$ cat src/rtl/rar_pkg.sv
// Shared types for the rational add-and-reduce block.
package rar_pkg;

    // Classification the front end attaches to each queued item
    typedef struct packed {
        logic num_neg;   // cross-multiplied sum is negative
        logic num_zero;  // cross-multiplied sum is zero
        logic den_zero;  // product denominator is zero
    } rar_class_t;

endpackage

$ cat src/rtl/rar_front.sv
// Front end: multiplies out the two fractions, forms the sum and classifies it.
module rar_front #(
    parameter int VALUE_BITS = 16
) (
    input  logic                        aclk,
    input  logic                        aresetn,
    input  logic                        s_valid,
    output logic                        s_ready,
    input  logic signed [VALUE_BITS-1:0] s_num_a,
    input  logic        [VALUE_BITS-2:0] s_den_a,
    input  logic signed [VALUE_BITS-1:0] s_num_b,
    input  logic        [VALUE_BITS-2:0] s_den_b,
    output logic                        push_valid,
    input  logic                        push_ready,
    output rar_pkg::rar_class_t         push_class,
    output logic [2*VALUE_BITS-2:0]     push_num_mag,
    output logic [2*VALUE_BITS-3:0]     push_den_mag
);

    localparam int PW = 2 * VALUE_BITS;

    logic                 st_valid_reg, st_valid_next;
    logic signed [PW-1:0] prod_a_reg, prod_a_next;
    logic signed [PW-1:0] prod_b_reg, prod_b_next;
    logic [PW-3:0]        prod_d_reg, prod_d_next;
    logic signed [PW-1:0] sum;
    logic [PW-1:0]        sum_abs;

    assign s_ready = !st_valid_reg || push_ready;

    always_comb begin
        prod_a_next   = prod_a_reg;
        prod_b_next   = prod_b_reg;
        prod_d_next   = prod_d_reg;
        st_valid_next = st_valid_reg;
        if (s_ready) begin
            st_valid_next = s_valid;
        end
        if (s_valid && s_ready) begin
            prod_a_next = s_num_a * $signed({1'b0, s_den_b});
            prod_b_next = s_num_b * $signed({1'b0, s_den_a});
            prod_d_next = s_den_a * s_den_b;
        end
    end

    always_ff @(posedge aclk) begin
        if (!aresetn) begin
            st_valid_reg <= 1'b0;
        end else begin
            st_valid_reg <= st_valid_next;
        end
    end

    always_ff @(posedge aclk) begin
        prod_a_reg <= prod_a_next;
        prod_b_reg <= prod_b_next;
        prod_d_reg <= prod_d_next;
    end

    // Sum cannot overflow: both products are below 2^(PW-2) in magnitude
    assign sum     = prod_a_reg + prod_b_reg;
    assign sum_abs = sum[PW-1] ? PW'(-sum) : PW'(sum);

    assign push_valid          = st_valid_reg;
    assign push_num_mag        = sum_abs[PW-2:0];
    assign push_den_mag        = prod_d_reg;
    assign push_class.num_neg  = sum[PW-1];
    assign push_class.num_zero = (sum == '0);
    assign push_class.den_zero = (prod_d_reg == '0);

endmodule

$ cat src/rtl/rar_queue.sv
// Small FIFO that decouples the front end from the reduction engine.
module rar_queue #(
    parameter int WIDTH = 8,
    parameter int DEPTH = 2
) (
    input  logic             aclk,
    input  logic             aresetn,
    input  logic             in_valid,
    output logic             in_ready,
    input  logic [WIDTH-1:0] in_data,
    output logic             out_valid,
    input  logic             out_ready,
    output logic [WIDTH-1:0] out_data
);

    localparam int PW = (DEPTH > 1) ? $clog2(DEPTH) : 1;
    localparam int CW = $clog2(DEPTH + 1);

    logic [WIDTH-1:0] mem [DEPTH];
    logic [PW-1:0]    wr_ptr_reg, wr_ptr_next;
    logic [PW-1:0]    rd_ptr_reg, rd_ptr_next;
    logic [CW-1:0]    count_reg, count_next;
    logic             push, pop;

    assign in_ready  = (count_reg != CW'(DEPTH));
    assign out_valid = (count_reg != '0);
    assign out_data  = mem[rd_ptr_reg];
    assign push      = in_valid && in_ready;
    assign pop       = out_valid && out_ready;

    always_comb begin
        wr_ptr_next = wr_ptr_reg;
        rd_ptr_next = rd_ptr_reg;
        count_next  = count_reg;
        if (push) begin
            wr_ptr_next = (wr_ptr_reg == PW'(DEPTH - 1)) ? '0 : wr_ptr_reg + 1'b1;
        end
        if (pop) begin
            rd_ptr_next = (rd_ptr_reg == PW'(DEPTH - 1)) ? '0 : rd_ptr_reg + 1'b1;
        end
        if (push && !pop) begin
            count_next = count_reg + 1'b1;
        end else if (pop && !push) begin
            count_next = count_reg - 1'b1;
        end
    end

    always_ff @(posedge aclk) begin
        if (!aresetn) begin
            wr_ptr_reg <= '0;
            rd_ptr_reg <= '0;
            count_reg  <= '0;
        end else begin
            wr_ptr_reg <= wr_ptr_next;
            rd_ptr_reg <= rd_ptr_next;
            count_reg  <= count_next;
        end
    end

    always_ff @(posedge aclk) begin
        if (push) begin
            mem[wr_ptr_reg] <= in_data;
        end
    end

endmodule

$ cat src/rtl/rar_divider.sv
// Restoring unsigned divider, one quotient bit per cycle.
module rar_divider #(
    parameter int W = 31
) (
    input  logic         aclk,
    input  logic         aresetn,
    input  logic         start,
    input  logic [W-1:0] dividend,
    input  logic [W-1:0] divisor,
    output logic         done,
    output logic [W-1:0] quotient,
    output logic [W-1:0] remainder
);

    localparam int CW = $clog2(W + 1);

    logic [W-1:0]  rem_reg, rem_next;
    logic [W-1:0]  quo_reg, quo_next;
    logic [W-1:0]  dvs_reg, dvs_next;
    logic [CW-1:0] cnt_reg, cnt_next;
    logic          busy_reg, busy_next;
    logic          done_reg, done_next;
    logic [W:0]    trial;
    logic [W:0]    diff;
    logic          fits;

    // Shift in the next dividend bit and try the subtract
    assign trial = {rem_reg, quo_reg[W-1]};
    assign diff  = trial - {1'b0, dvs_reg};
    assign fits  = (trial >= {1'b0, dvs_reg});

    always_comb begin
        rem_next  = rem_reg;
        quo_next  = quo_reg;
        dvs_next  = dvs_reg;
        cnt_next  = cnt_reg;
        busy_next = busy_reg;
        done_next = 1'b0;
        if (start) begin
            rem_next  = '0;
            quo_next  = dividend;
            dvs_next  = divisor;
            cnt_next  = CW'(W);
            busy_next = 1'b1;
        end else if (busy_reg) begin
            rem_next = fits ? diff[W-1:0] : trial[W-1:0];
            quo_next = {quo_reg[W-2:0], fits};
            cnt_next = cnt_reg - 1'b1;
            if (cnt_reg == CW'(1)) begin
                busy_next = 1'b0;
                done_next = 1'b1;
            end
        end
    end

    always_ff @(posedge aclk) begin
        if (!aresetn) begin
            cnt_reg  <= '0;
            busy_reg <= 1'b0;
            done_reg <= 1'b0;
        end else begin
            cnt_reg  <= cnt_next;
            busy_reg <= busy_next;
            done_reg <= done_next;
        end
    end

    always_ff @(posedge aclk) begin
        rem_reg <= rem_next;
        quo_reg <= quo_next;
        dvs_reg <= dvs_next;
    end

    assign done      = done_reg;
    assign quotient  = quo_reg;
    assign remainder = rem_reg;

endmodule

$ cat src/rtl/rar_back.sv
// Reduction engine: truncating Euclid and the two final divisions on one divider.
module rar_back #(
    parameter int VALUE_BITS = 16
) (
    input  logic                          aclk,
    input  logic                          aresetn,
    input  logic                          q_valid,
    output logic                          q_ready,
    input  rar_pkg::rar_class_t           q_class,
    input  logic [2*VALUE_BITS-2:0]       q_num_mag,
    input  logic [2*VALUE_BITS-3:0]       q_den_mag,
    output logic                          m_valid,
    input  logic                          m_ready,
    output logic signed [2*VALUE_BITS-1:0] m_sum_num,
    output logic signed [2*VALUE_BITS-2:0] m_sum_den
);

    localparam int W  = 2 * VALUE_BITS - 1;
    localparam int DW = 2 * VALUE_BITS - 2;

    typedef enum logic [5:0] {
        ST_IDLE = 6'b000001,
        ST_STEP = 6'b000010,
        ST_REM  = 6'b000100,
        ST_QNUM = 6'b001000,
        ST_QDEN = 6'b010000,
        ST_EMIT = 6'b100000
    } state_t;

    state_t               state_reg, state_next;
    logic [W-1:0]         num_mag_reg, num_mag_next;
    logic [DW-1:0]        den_mag_reg, den_mag_next;
    logic [W-1:0]         x_reg, x_next;
    logic [W-1:0]         y_reg, y_next;
    logic                 parity_reg, parity_next;
    logic                 num_neg_reg, num_neg_next;
    logic                 gneg_reg, gneg_next;
    logic [W-1:0]         qn_reg, qn_next;
    logic [DW-1:0]        qd_reg, qd_next;
    logic                 m_valid_reg, m_valid_next;
    logic signed [W:0]    m_sum_num_reg, m_sum_num_next;
    logic signed [DW:0]   m_sum_den_reg, m_sum_den_next;

    logic                 div_start;
    logic [W-1:0]         div_dividend;
    logic [W-1:0]         div_divisor;
    logic                 div_done;
    logic [W-1:0]         div_quotient;
    logic [W-1:0]         div_remainder;

    rar_divider #(
        .W(W)
    ) u_divider (
        .aclk      (aclk),
        .aresetn   (aresetn),
        .start     (div_start),
        .dividend  (div_dividend),
        .divisor   (div_divisor),
        .done      (div_done),
        .quotient  (div_quotient),
        .remainder (div_remainder)
    );

    assign q_ready = (state_reg == ST_IDLE);

    always_comb begin
        state_next     = state_reg;
        num_mag_next   = num_mag_reg;
        den_mag_next   = den_mag_reg;
        x_next         = x_reg;
        y_next         = y_reg;
        parity_next    = parity_reg;
        num_neg_next   = num_neg_reg;
        gneg_next      = gneg_reg;
        qn_next        = qn_reg;
        qd_next        = qd_reg;
        m_valid_next   = m_valid_reg && !m_ready;
        m_sum_num_next = m_sum_num_reg;
        m_sum_den_next = m_sum_den_reg;
        div_start      = 1'b0;
        div_dividend   = x_reg;
        div_divisor    = y_reg;

        unique case (state_reg)
            ST_IDLE: begin
                if (q_valid) begin
                    num_mag_next = q_num_mag;
                    den_mag_next = q_den_mag;
                    x_next       = q_num_mag;
                    y_next       = W'(q_den_mag);
                    parity_next  = 1'b0;
                    num_neg_next = q_class.num_neg;
                    if (q_class.num_zero || q_class.den_zero) begin
                        // Zero sum gives 0/1, zero denominator gives 1/0, both give 0/0
                        qn_next      = q_class.num_zero ? '0 : W'(1);
                        qd_next      = q_class.den_zero ? '0 : DW'(1);
                        gneg_next    = 1'b0;
                        num_neg_next = 1'b0;
                        state_next   = ST_EMIT;
                    end else begin
                        state_next = ST_STEP;
                    end
                end
            end
            ST_STEP: begin
                if (y_reg == '0) begin
                    // Divisor found; signed like the numerator after an even step count
                    gneg_next    = !parity_reg && num_neg_reg;
                    div_start    = 1'b1;
                    div_dividend = num_mag_reg;
                    div_divisor  = x_reg;
                    state_next   = ST_QNUM;
                end else begin
                    div_start  = 1'b1;
                    state_next = ST_REM;
                end
            end
            ST_REM: begin
                if (div_done) begin
                    x_next      = y_reg;
                    y_next      = div_remainder;
                    parity_next = !parity_reg;
                    state_next  = ST_STEP;
                end
            end
            ST_QNUM: begin
                if (div_done) begin
                    qn_next      = div_quotient;
                    div_start    = 1'b1;
                    div_dividend = W'(den_mag_reg);
                    div_divisor  = x_reg;
                    state_next   = ST_QDEN;
                end
            end
            ST_QDEN: begin
                if (div_done) begin
                    qd_next    = div_quotient[DW-1:0];
                    state_next = ST_EMIT;
                end
            end
            ST_EMIT: begin
                if (!m_valid_reg || m_ready) begin
                    m_valid_next   = 1'b1;
                    m_sum_num_next = (num_neg_reg ^ gneg_reg) ? -$signed({1'b0, qn_reg})
                                                              : $signed({1'b0, qn_reg});
                    m_sum_den_next = gneg_reg ? -$signed({1'b0, qd_reg})
                                              : $signed({1'b0, qd_reg});
                    state_next     = ST_IDLE;
                end
            end
            default: begin
                state_next = ST_IDLE;
            end
        endcase
    end

    always_ff @(posedge aclk) begin
        if (!aresetn) begin
            state_reg   <= ST_IDLE;
            m_valid_reg <= 1'b0;
        end else begin
            state_reg   <= state_next;
            m_valid_reg <= m_valid_next;
        end
    end

    always_ff @(posedge aclk) begin
        num_mag_reg   <= num_mag_next;
        den_mag_reg   <= den_mag_next;
        x_reg         <= x_next;
        y_reg         <= y_next;
        parity_reg    <= parity_next;
        num_neg_reg   <= num_neg_next;
        gneg_reg      <= gneg_next;
        qn_reg        <= qn_next;
        qd_reg        <= qd_next;
        m_sum_num_reg <= m_sum_num_next;
        m_sum_den_reg <= m_sum_den_next;
    end

    assign m_valid   = m_valid_reg;
    assign m_sum_num = m_sum_num_reg;
    assign m_sum_den = m_sum_den_reg;

endmodule

$ cat src/rtl/rational_add_reduce.sv
// Top level of the rational add-and-reduce block: front end, queue, reduction engine.
//
//  channel  | handshake          | payload
//  ---------+--------------------+-------------------------------------------
//  input    | s_valid / s_ready  | s_num_a, s_den_a, s_num_b, s_den_b
//  result   | m_valid / m_ready  | m_sum_num, m_sum_den
//
// An item uses one divider run per Euclid remainder step and one for each of the
// two final divisions, between a load state and an emit state, with W = 2*VALUE_BITS-1:
// the shared divider is W bits wide and produces one quotient bit per cycle.
// Zero sums and zero denominators skip the divider and go straight from load to emit.
// Reset (aresetn, synchronous, active low) empties the front stage, the queue,
// the engine and the result register; nothing needs a clearing pass.
// The front end keeps accepting items into the queue while the engine works
// or while a result waits on m_ready; it stalls only when the queue is full.
module rational_add_reduce #(
    parameter int VALUE_BITS  = 16,
    parameter int QUEUE_DEPTH = 2
) (
    input  logic                          aclk,
    input  logic                          aresetn,
    input  logic                          s_valid,
    output logic                          s_ready,
    input  logic signed [VALUE_BITS-1:0]  s_num_a,
    input  logic        [VALUE_BITS-2:0]  s_den_a,
    input  logic signed [VALUE_BITS-1:0]  s_num_b,
    input  logic        [VALUE_BITS-2:0]  s_den_b,
    output logic                          m_valid,
    input  logic                          m_ready,
    output logic signed [2*VALUE_BITS-1:0] m_sum_num,
    output logic signed [2*VALUE_BITS-2:0] m_sum_den
);

    // Magnitude widths of the cross-multiplied sum and the product denominator
    localparam int NW = 2 * VALUE_BITS - 1;
    localparam int DW = 2 * VALUE_BITS - 2;
    localparam int CLW = $bits(rar_pkg::rar_class_t);
    localparam int QW = CLW + NW + DW;

    logic                push_valid;
    logic                push_ready;
    rar_pkg::rar_class_t push_class;
    logic [NW-1:0]       push_num_mag;
    logic [DW-1:0]       push_den_mag;
    logic [QW-1:0]       push_data;

    logic                pop_valid;
    logic                pop_ready;
    logic [QW-1:0]       pop_data;
    rar_pkg::rar_class_t pop_class;
    logic [NW-1:0]       pop_num_mag;
    logic [DW-1:0]       pop_den_mag;

    // Multiply out and classify
    rar_front #(
        .VALUE_BITS(VALUE_BITS)
    ) u_front (
        .aclk         (aclk),
        .aresetn      (aresetn),
        .s_valid      (s_valid),
        .s_ready      (s_ready),
        .s_num_a      (s_num_a),
        .s_den_a      (s_den_a),
        .s_num_b      (s_num_b),
        .s_den_b      (s_den_b),
        .push_valid   (push_valid),
        .push_ready   (push_ready),
        .push_class   (push_class),
        .push_num_mag (push_num_mag),
        .push_den_mag (push_den_mag)
    );

    assign push_data = {push_class, push_num_mag, push_den_mag};

    // Buffer classified items so the front end runs ahead of the engine
    rar_queue #(
        .WIDTH(QW),
        .DEPTH(QUEUE_DEPTH)
    ) u_queue (
        .aclk      (aclk),
        .aresetn   (aresetn),
        .in_valid  (push_valid),
        .in_ready  (push_ready),
        .in_data   (push_data),
        .out_valid (pop_valid),
        .out_ready (pop_ready),
        .out_data  (pop_data)
    );

    assign {pop_class, pop_num_mag, pop_den_mag} = pop_data;

    // Reduce one item at a time and hold the result until taken
    rar_back #(
        .VALUE_BITS(VALUE_BITS)
    ) u_back (
        .aclk      (aclk),
        .aresetn   (aresetn),
        .q_valid   (pop_valid),
        .q_ready   (pop_ready),
        .q_class   (pop_class),
        .q_num_mag (pop_num_mag),
        .q_den_mag (pop_den_mag),
        .m_valid   (m_valid),
        .m_ready   (m_ready),
        .m_sum_num (m_sum_num),
        .m_sum_den (m_sum_den)
    );

endmodule

$ cat config.mk
export PLATFORM = sky130hd
export DESIGN_NAME = rational_add_reduce
export DESIGN_NICKNAME = d
export VERILOG_FILES = /design/src/rtl/rar_pkg.sv /design/src/rtl/rar_front.sv /design/src/rtl/rar_queue.sv /design/src/rtl/rar_divider.sv /design/src/rtl/rar_back.sv /design/src/rtl/rational_add_reduce.sv
export SDC_FILE = /design/constraint.sdc
export NUM_CORES = 2
export LEC_CHECK = 0
export ABC_AREA = 1
export BUFFER_PORTS_ARGS = -buffer_cell sky130_fd_sc_hd__buf_2
export CAP_MARGIN = 20
export CELL_PAD_IN_SITES_DETAIL_PLACEMENT = 0
export CELL_PAD_IN_SITES_GLOBAL_PLACEMENT = 1
export CORE_UTILIZATION = 37
export CTS_BUF_LIST = sky130_fd_sc_hd__clkbuf_16
export CTS_CLUSTER_SIZE = 8
export DETAILED_ROUTE_END_ITERATION = 16
export GPL_ROUTABILITY_DRIVEN = 0
export PLACE_DENSITY = 0.63
export REMOVE_ABC_BUFFERS = 1
export SYNTH_ARGS = -nofsm -noshare
export SYNTH_HDL_FRONTEND = slang
export SYNTH_SLANG_ARGS = --single-unit
export TNS_END_PERCENT = 1
$ cat constraint.sdc
create_clock -name aclk -period 23.9 [get_ports aclk]
set_input_delay 4.78 -clock aclk [delete_from_list [all_inputs] [get_ports aclk]]
set_output_delay 4.78 -clock aclk [all_outputs]
set_load 0.01 [all_outputs]
Yosys cells after proc, flatten, opt, wreduce, memory -nomap -nowiden
Memories as Yosys holds them, arrays and structs flattened. A register that Yosys moved wholly into a read port is not among the register bits.
Cells that the tools add are included.
{"block": "word_totals", "regBits": 456, "latchBits": 0, "output_inout_bits": 65, "romBits": 0, "word_cells": 156, "mem_bits_rw": 128, "mem_count": 1}
{"memory": "u_queue.mem", "depth": 2, "word_bits": 64, "read_ports": 1, "rd_ports_with_merged_regs": 1, "write_ports": 1, "line_no": "rar_queue.sv:19", "source": "logic [WIDTH-1:0] mem [DEPTH];"}
{"block": "classes", "order_cmp": 1, "n_eq_ne": 15, "div_mod_pow": 0, "mul": 3, "addsub": 10, "bitwise": 3, "reduce_logical": 34, "muxes": 61, "n_shift": 0}
{"operator": "31-bit two-way mux", "n": 16}
{"operator": "31-bit one-hot mux with 2 select lines", "n": 5}
{"operator": "30-bit two-way mux", "n": 4}
{"operator": "16-bit by 16-bit multiplier with 32-bit output", "n": 2}
{"operator": "30-bit one-hot mux with 2 select lines", "n": 1}
{"operator": "6-bit two-way mux", "n": 6}
{"operator": "6-bit one-hot mux with 6 select lines", "n": 1}
{"operator": "32-bit adder", "n": 1}
{"operator": "32-bit by 31-bit greater-or-equal comparator with 1-bit output", "n": 1}
{"operator": "32-bit logical NOT", "n": 1}
{"operator": "31-bit negator with 32-bit output", "n": 1}
{"operator": "31-bit logical NOT", "n": 1}
{"operator": "30-bit negator with 31-bit output", "n": 1}
{"operator": "31-bit negator", "n": 1}
{"operator": "31-bit subtractor", "n": 1}
{"operator": "30-bit logical NOT", "n": 1}
{"operator": "15-bit by 15-bit multiplier with 30-bit output", "n": 1}
{"operator": "1-bit two-way mux", "n": 20}
{"operator": "2-bit nonzero test", "n": 7}
{"operator": "4-bit AND reduction", "n": 3}
{"operator": "5-bit two-way mux", "n": 2}
{"operator": "2-bit by 1-bit inequality test with 1-bit output (second input constant)", "n": 4}
{"operator": "2-bit inequality test (second input constant)", "n": 4}
{"operator": "1-bit logical AND", "n": 7}
{"operator": "other kinds (22)", "n": 35}

Depth between registers and ports, before layout
{"block": "logic_depth", "depth_word": 6, "ltp_mapped": 27}

Modules after synthesis
A second synthesis with hierarchy kept.
{"block": "hier_totals", "cells_unflattened": 6798, "hier_area_um2": 57807.9}
{"module": "rar_front", "cells_each": 4262, "n_inst": 1, "area_each_um2": 33129.3}
{"module": "rar_back", "cells_each": 1325, "n_inst": 1, "area_each_um2": 12751.0}
{"module": "rar_divider", "cells_each": 975, "n_inst": 1, "area_each_um2": 6766.5}
{"module": "rar_queue", "cells_each": 236, "n_inst": 1, "area_each_um2": 5161.2}

Least setup slack after synthesis
No wires, ideal clock.
{"block": "synth_timing", "path_type": "input to register", "start": "input s_num_a[15]", "end": "register u_front.prod_a_reg[28], data pin", "n_path_buf": 1, "path_slack_ns": 13.799, "arrival_ns": 9.839, "stages": 19, "setup_time_ns": 0.262, "required_ns": 23.638, "path_cell_list": "clkbuf_1 nand2_1 fa_1 fa_1 inv_1 fa_1 fa_1 fa_1 inv_1 fa_1 inv_1 ha_1 nand2_1 nor3_1 nand2_1 o211ai_1 a31oi_1 o21bai_1 xor2_1"}
{"block": "synth_via", "elab_chain_len": 1}
{"item": "start, declared", "line_no": "rational_add_reduce.sv:24", "source": "input logic signed [VALUE_BITS-1:0] s_num_a,"}
{"item": "16-bit by 16-bit multiplier with 32-bit output", "line_no": "rar_front.sv:40", "source": "prod_a_next = s_num_a * $signed({1'b0, s_den_b});"}
{"item": "end signal, assigned", "line_no": "rar_front.sv:55", "source": "prod_a_reg <= prod_a_next;"}
{"item": "end, declared", "line_no": "rar_front.sv:23", "source": "logic signed [PW-1:0] prod_a_reg, prod_a_next;"}
Every way passes these cells.
A chain may end at the register's enable or synchronous reset.

Worst setup path after layout
{"block": "layout_timing", "start": "input s_den_b[1]", "end": "register u_front.prod_a_reg[30], data pin"}
{"block": "layout_via", "elab_chain_len": 1}
{"item": "start, declared", "line_no": "rational_add_reduce.sv:27", "source": "input logic [VALUE_BITS-2:0] s_den_b,"}
{"item": "16-bit by 16-bit multiplier with 32-bit output", "line_no": "rar_front.sv:40"}
Every way passes these cells.

==> impl_metrics.tcl <==
set metrics [dict create \
    outcome "finished clean" \
    drc 0 \
    clk_path_buf_depth 3 \
    clock_latency_ns 0.65 \
    start_kind "primary input" \
    arrival_ns 11.10 \
    crit_chain "buf_2, nand2_1, fa_1, fa_1, inv_1, fa_1, fa_1, fa_1, inv_1, fa_1, inv_1, ha_1, nand2_1, nor4_1, nand4_1, nand4_1, xor2_1" \
    rr_endpoint "u_back.u_divider.remainder[26]$_SDFFE_PP0P_" \
    maxCapViolCount 0 \
    yosysMostFrequentCell "nand2_1" \
    synthArstFlopShare 0 \
    grt_overflow 0 \
    postSynthAreaPerCell_um2 8.68 \
    cts_sinks 585 \
    fill_cells 15000 \
    cp_slowest_stage_delay_ns 0.70 \
    wl_per_cell_um 18.3 \
    cp-end-kind "register" \
    r2r_cells 14 \
    io_pins 131 \
    die_h_um 388 \
    wl_um 154000 \
    antenna_found_initial 0 \
    r2r-start "u_back.u_divider.quotient[30]$_DFFE_PP_" \
    cts_inserted_buffers 84 \
    synth-xor-area-share 0.0323 \
    clkTransAtPathRegs_ns 0.06 \
    path_max_fanout 31 \
    synth-compound-area-share 0.0594 \
    die_area_um2 151000 \
    finalSetupTns_ns 0 \
    ant_nets 0 \
    start_util 0.373 \
    synth_ff_type "edfxtp_1" \
    drt-pass1-iter-count 5 \
    worst_pin_slew_ns 1.04 \
    synth.area.top_cells "edfxtp_1, fa_1, nand2_1" \
    rsz0062_at_grt "no" \
    r2r_setup_slack_ns 20.26 \
    fin_skew_ns 0.0301 \
    netlist-cell-type-count 54 \
    cts_resized 0 \
    core.rowCount 141 \
    synth_top_family_by_area "adder cells" \
    synth_commonest_cells "nand2_1, inv_1, fa_1" \
    finalMaxSlewViolations 0 \
    cts_tree "yes" \
    via_count 40200 \
    netlist.area_leader.share 0.290 \
    drive_above_1_share 0.0538 \
    register_area_um2 17100 \
    relSlewSlack 0.304 \
    worst_hold_path_type "reg2reg" \
    cts_hold_buf 0 \
    cts_root_buf "clkbuf_16" \
    synth_area_leader_cell "edfxtp_1" \
    synth_fa_ha_area_frac 0.313 \
    crit_required_ns 24.36 \
    worstSetupPathType "in2reg" \
    grt_pass1_vias 40900 \
    synthMuxAreaShare 0.000543 \
    seq_area_frac_synth 0.309 \
    synthSimpleGateAreaFrac 0.164 \
    min_period_over_period 0.445 \
    min_from "u_queue.rd_ptr_reg$_SDFFE_PN0P_" \
    yosys_warnings 0 \
    fp.coreArea_um2 148000 \
    die_w_um 388 \
    startpoint "s_den_b[1]" \
    io_buffers 130 \
    synth-seq-cells 585 \
    setup_violations 0 \
    min_path_cells 1 \
    htree_levels 3 \
    synth_edf_count 534 \
    grt_max_degree 75 \
    cpMostUsedCell "fa_1" \
    track_usage 0.205 \
    syn_area_um2 55300 \
    hpwl_um 119000 \
    largest_reg_flops 128 \
    post-cts-setup-buffers 0 \
    multi_input_area_um2 31500 \
    period_needed_ns 10.64 \
    syn_to_final_growth_pct 9.12 \
    top_register "u_queue.mem" \
    drt-initial-drc-count 2665 \
    syn_inst 6366 \
    routed_via_density 4.79 \
    nNetsFinal 7461 \
    antennaDiodeCount 0 \
    grt_pass1_wl_um 240000 \
    slowest_stage "buf_2" \
    max_freq_ghz 0.0940 \
    finalHoldViolations 0 \
]
## stage by stage
step / cells / cell area, um2 / setup WS (ns) / util / hold slack, ns
4_1_cts: 8397 / 60300 / 13.35 / 0.407 / 0.440
5_1_grt: 8397 / 60300 / 12.93 / 0.407 / 0.476
3_3_place_gp: 8252 / 57800 / 12.59 / 0.391 / 0.427
6_report: 8397 / 60300 / 13.26 / 0.407 / 0.442
3_5_place_dp: 8252 / 57800 / 12.66 / 0.391 / 0.433
2_1_floorplan: 6162 / 54400 / 14.12 / - / 0.425
## final cells by class
class	count	share of cell area
multi-input combinational	4001	0.523
sequential	585	0.283
inverter	1576	0.0981
tap	1930	0.0400
clock buffer	84	0.0349
timing repair buffer	160	0.0145
clock inverter	61	0.00656
## worst max-delay path by stage
stage | slack, ns | to | cells past startpoint
final | 13.26 | u_front.prod_a_reg[30]$_DFFE_PP_ | 17
after global routing | 12.93 | u_front.prod_a_reg[29]$_DFFE_PP_ | 21
after CTS | 13.35 | u_front.prod_a_reg[29]$_DFFE_PP_ | 21
after detailed placement | 12.66 | u_front.prod_a_reg[29]$_DFFE_PP_ | 21
after global placement | 12.59 | u_front.prod_a_reg[30]$_DFFE_PP_ | 17
after floorplan | 14.12 | u_front.prod_a_reg[28]$_DFFE_PP_ | 18
## worst max-delay path, delay by kind of cell
family	cells	cell delay, ns
xor+xnor	1	0.24
fa+ha+maj	7	3.48
buf+inv	4	1.11
simple gates	5	1.45
## per-layer routing
layer,wire (um),GRT usage
met2,74300,0.350
met1,71400,0.284
met5,0,0
met3,5190,0.0157
met4,2670,0.0439
## layout by cell type, fill, tap and decap left out, types with 5 or more instances in the layout
cell type	n
a31oi_1	27
buf_2	130
xor2_1	122
o31ai_1	6
a32oi_1	30
buf_4	30
nor2_1	308
o221ai_1	5
nor2_4	9
inv_2	21
nand2_2	22
dfxtp_1	50
xnor2_1	82
clkbuf_16	84
nor2_2	16
nand3b_1	8
a21oi_1	230
inv_1	1602
fa_1	661
a21boi_0	6
nor4_1	21
nand4_1	42
o21bai_1	12
o211ai_1	17
edfxtp_1	534
nand3_1	181
a21o_1	9
o21ai_1	17
nor3_1	36
o21a_1	8
nand2_1	1566
o22ai_1	5
nand3_2	5
ha_1	326
o21ai_0	190
## logic make-up after synthesis
group	count (synthesis)
compound gates	581
xor+xnor	204
fa+ha+maj	987
buf+inv	1780
flops	585
mux	3
simple gates	2226
Power is not shown: default switching activity piles up to over one toggle a cycle in this logic, so the estimate is an artifact.
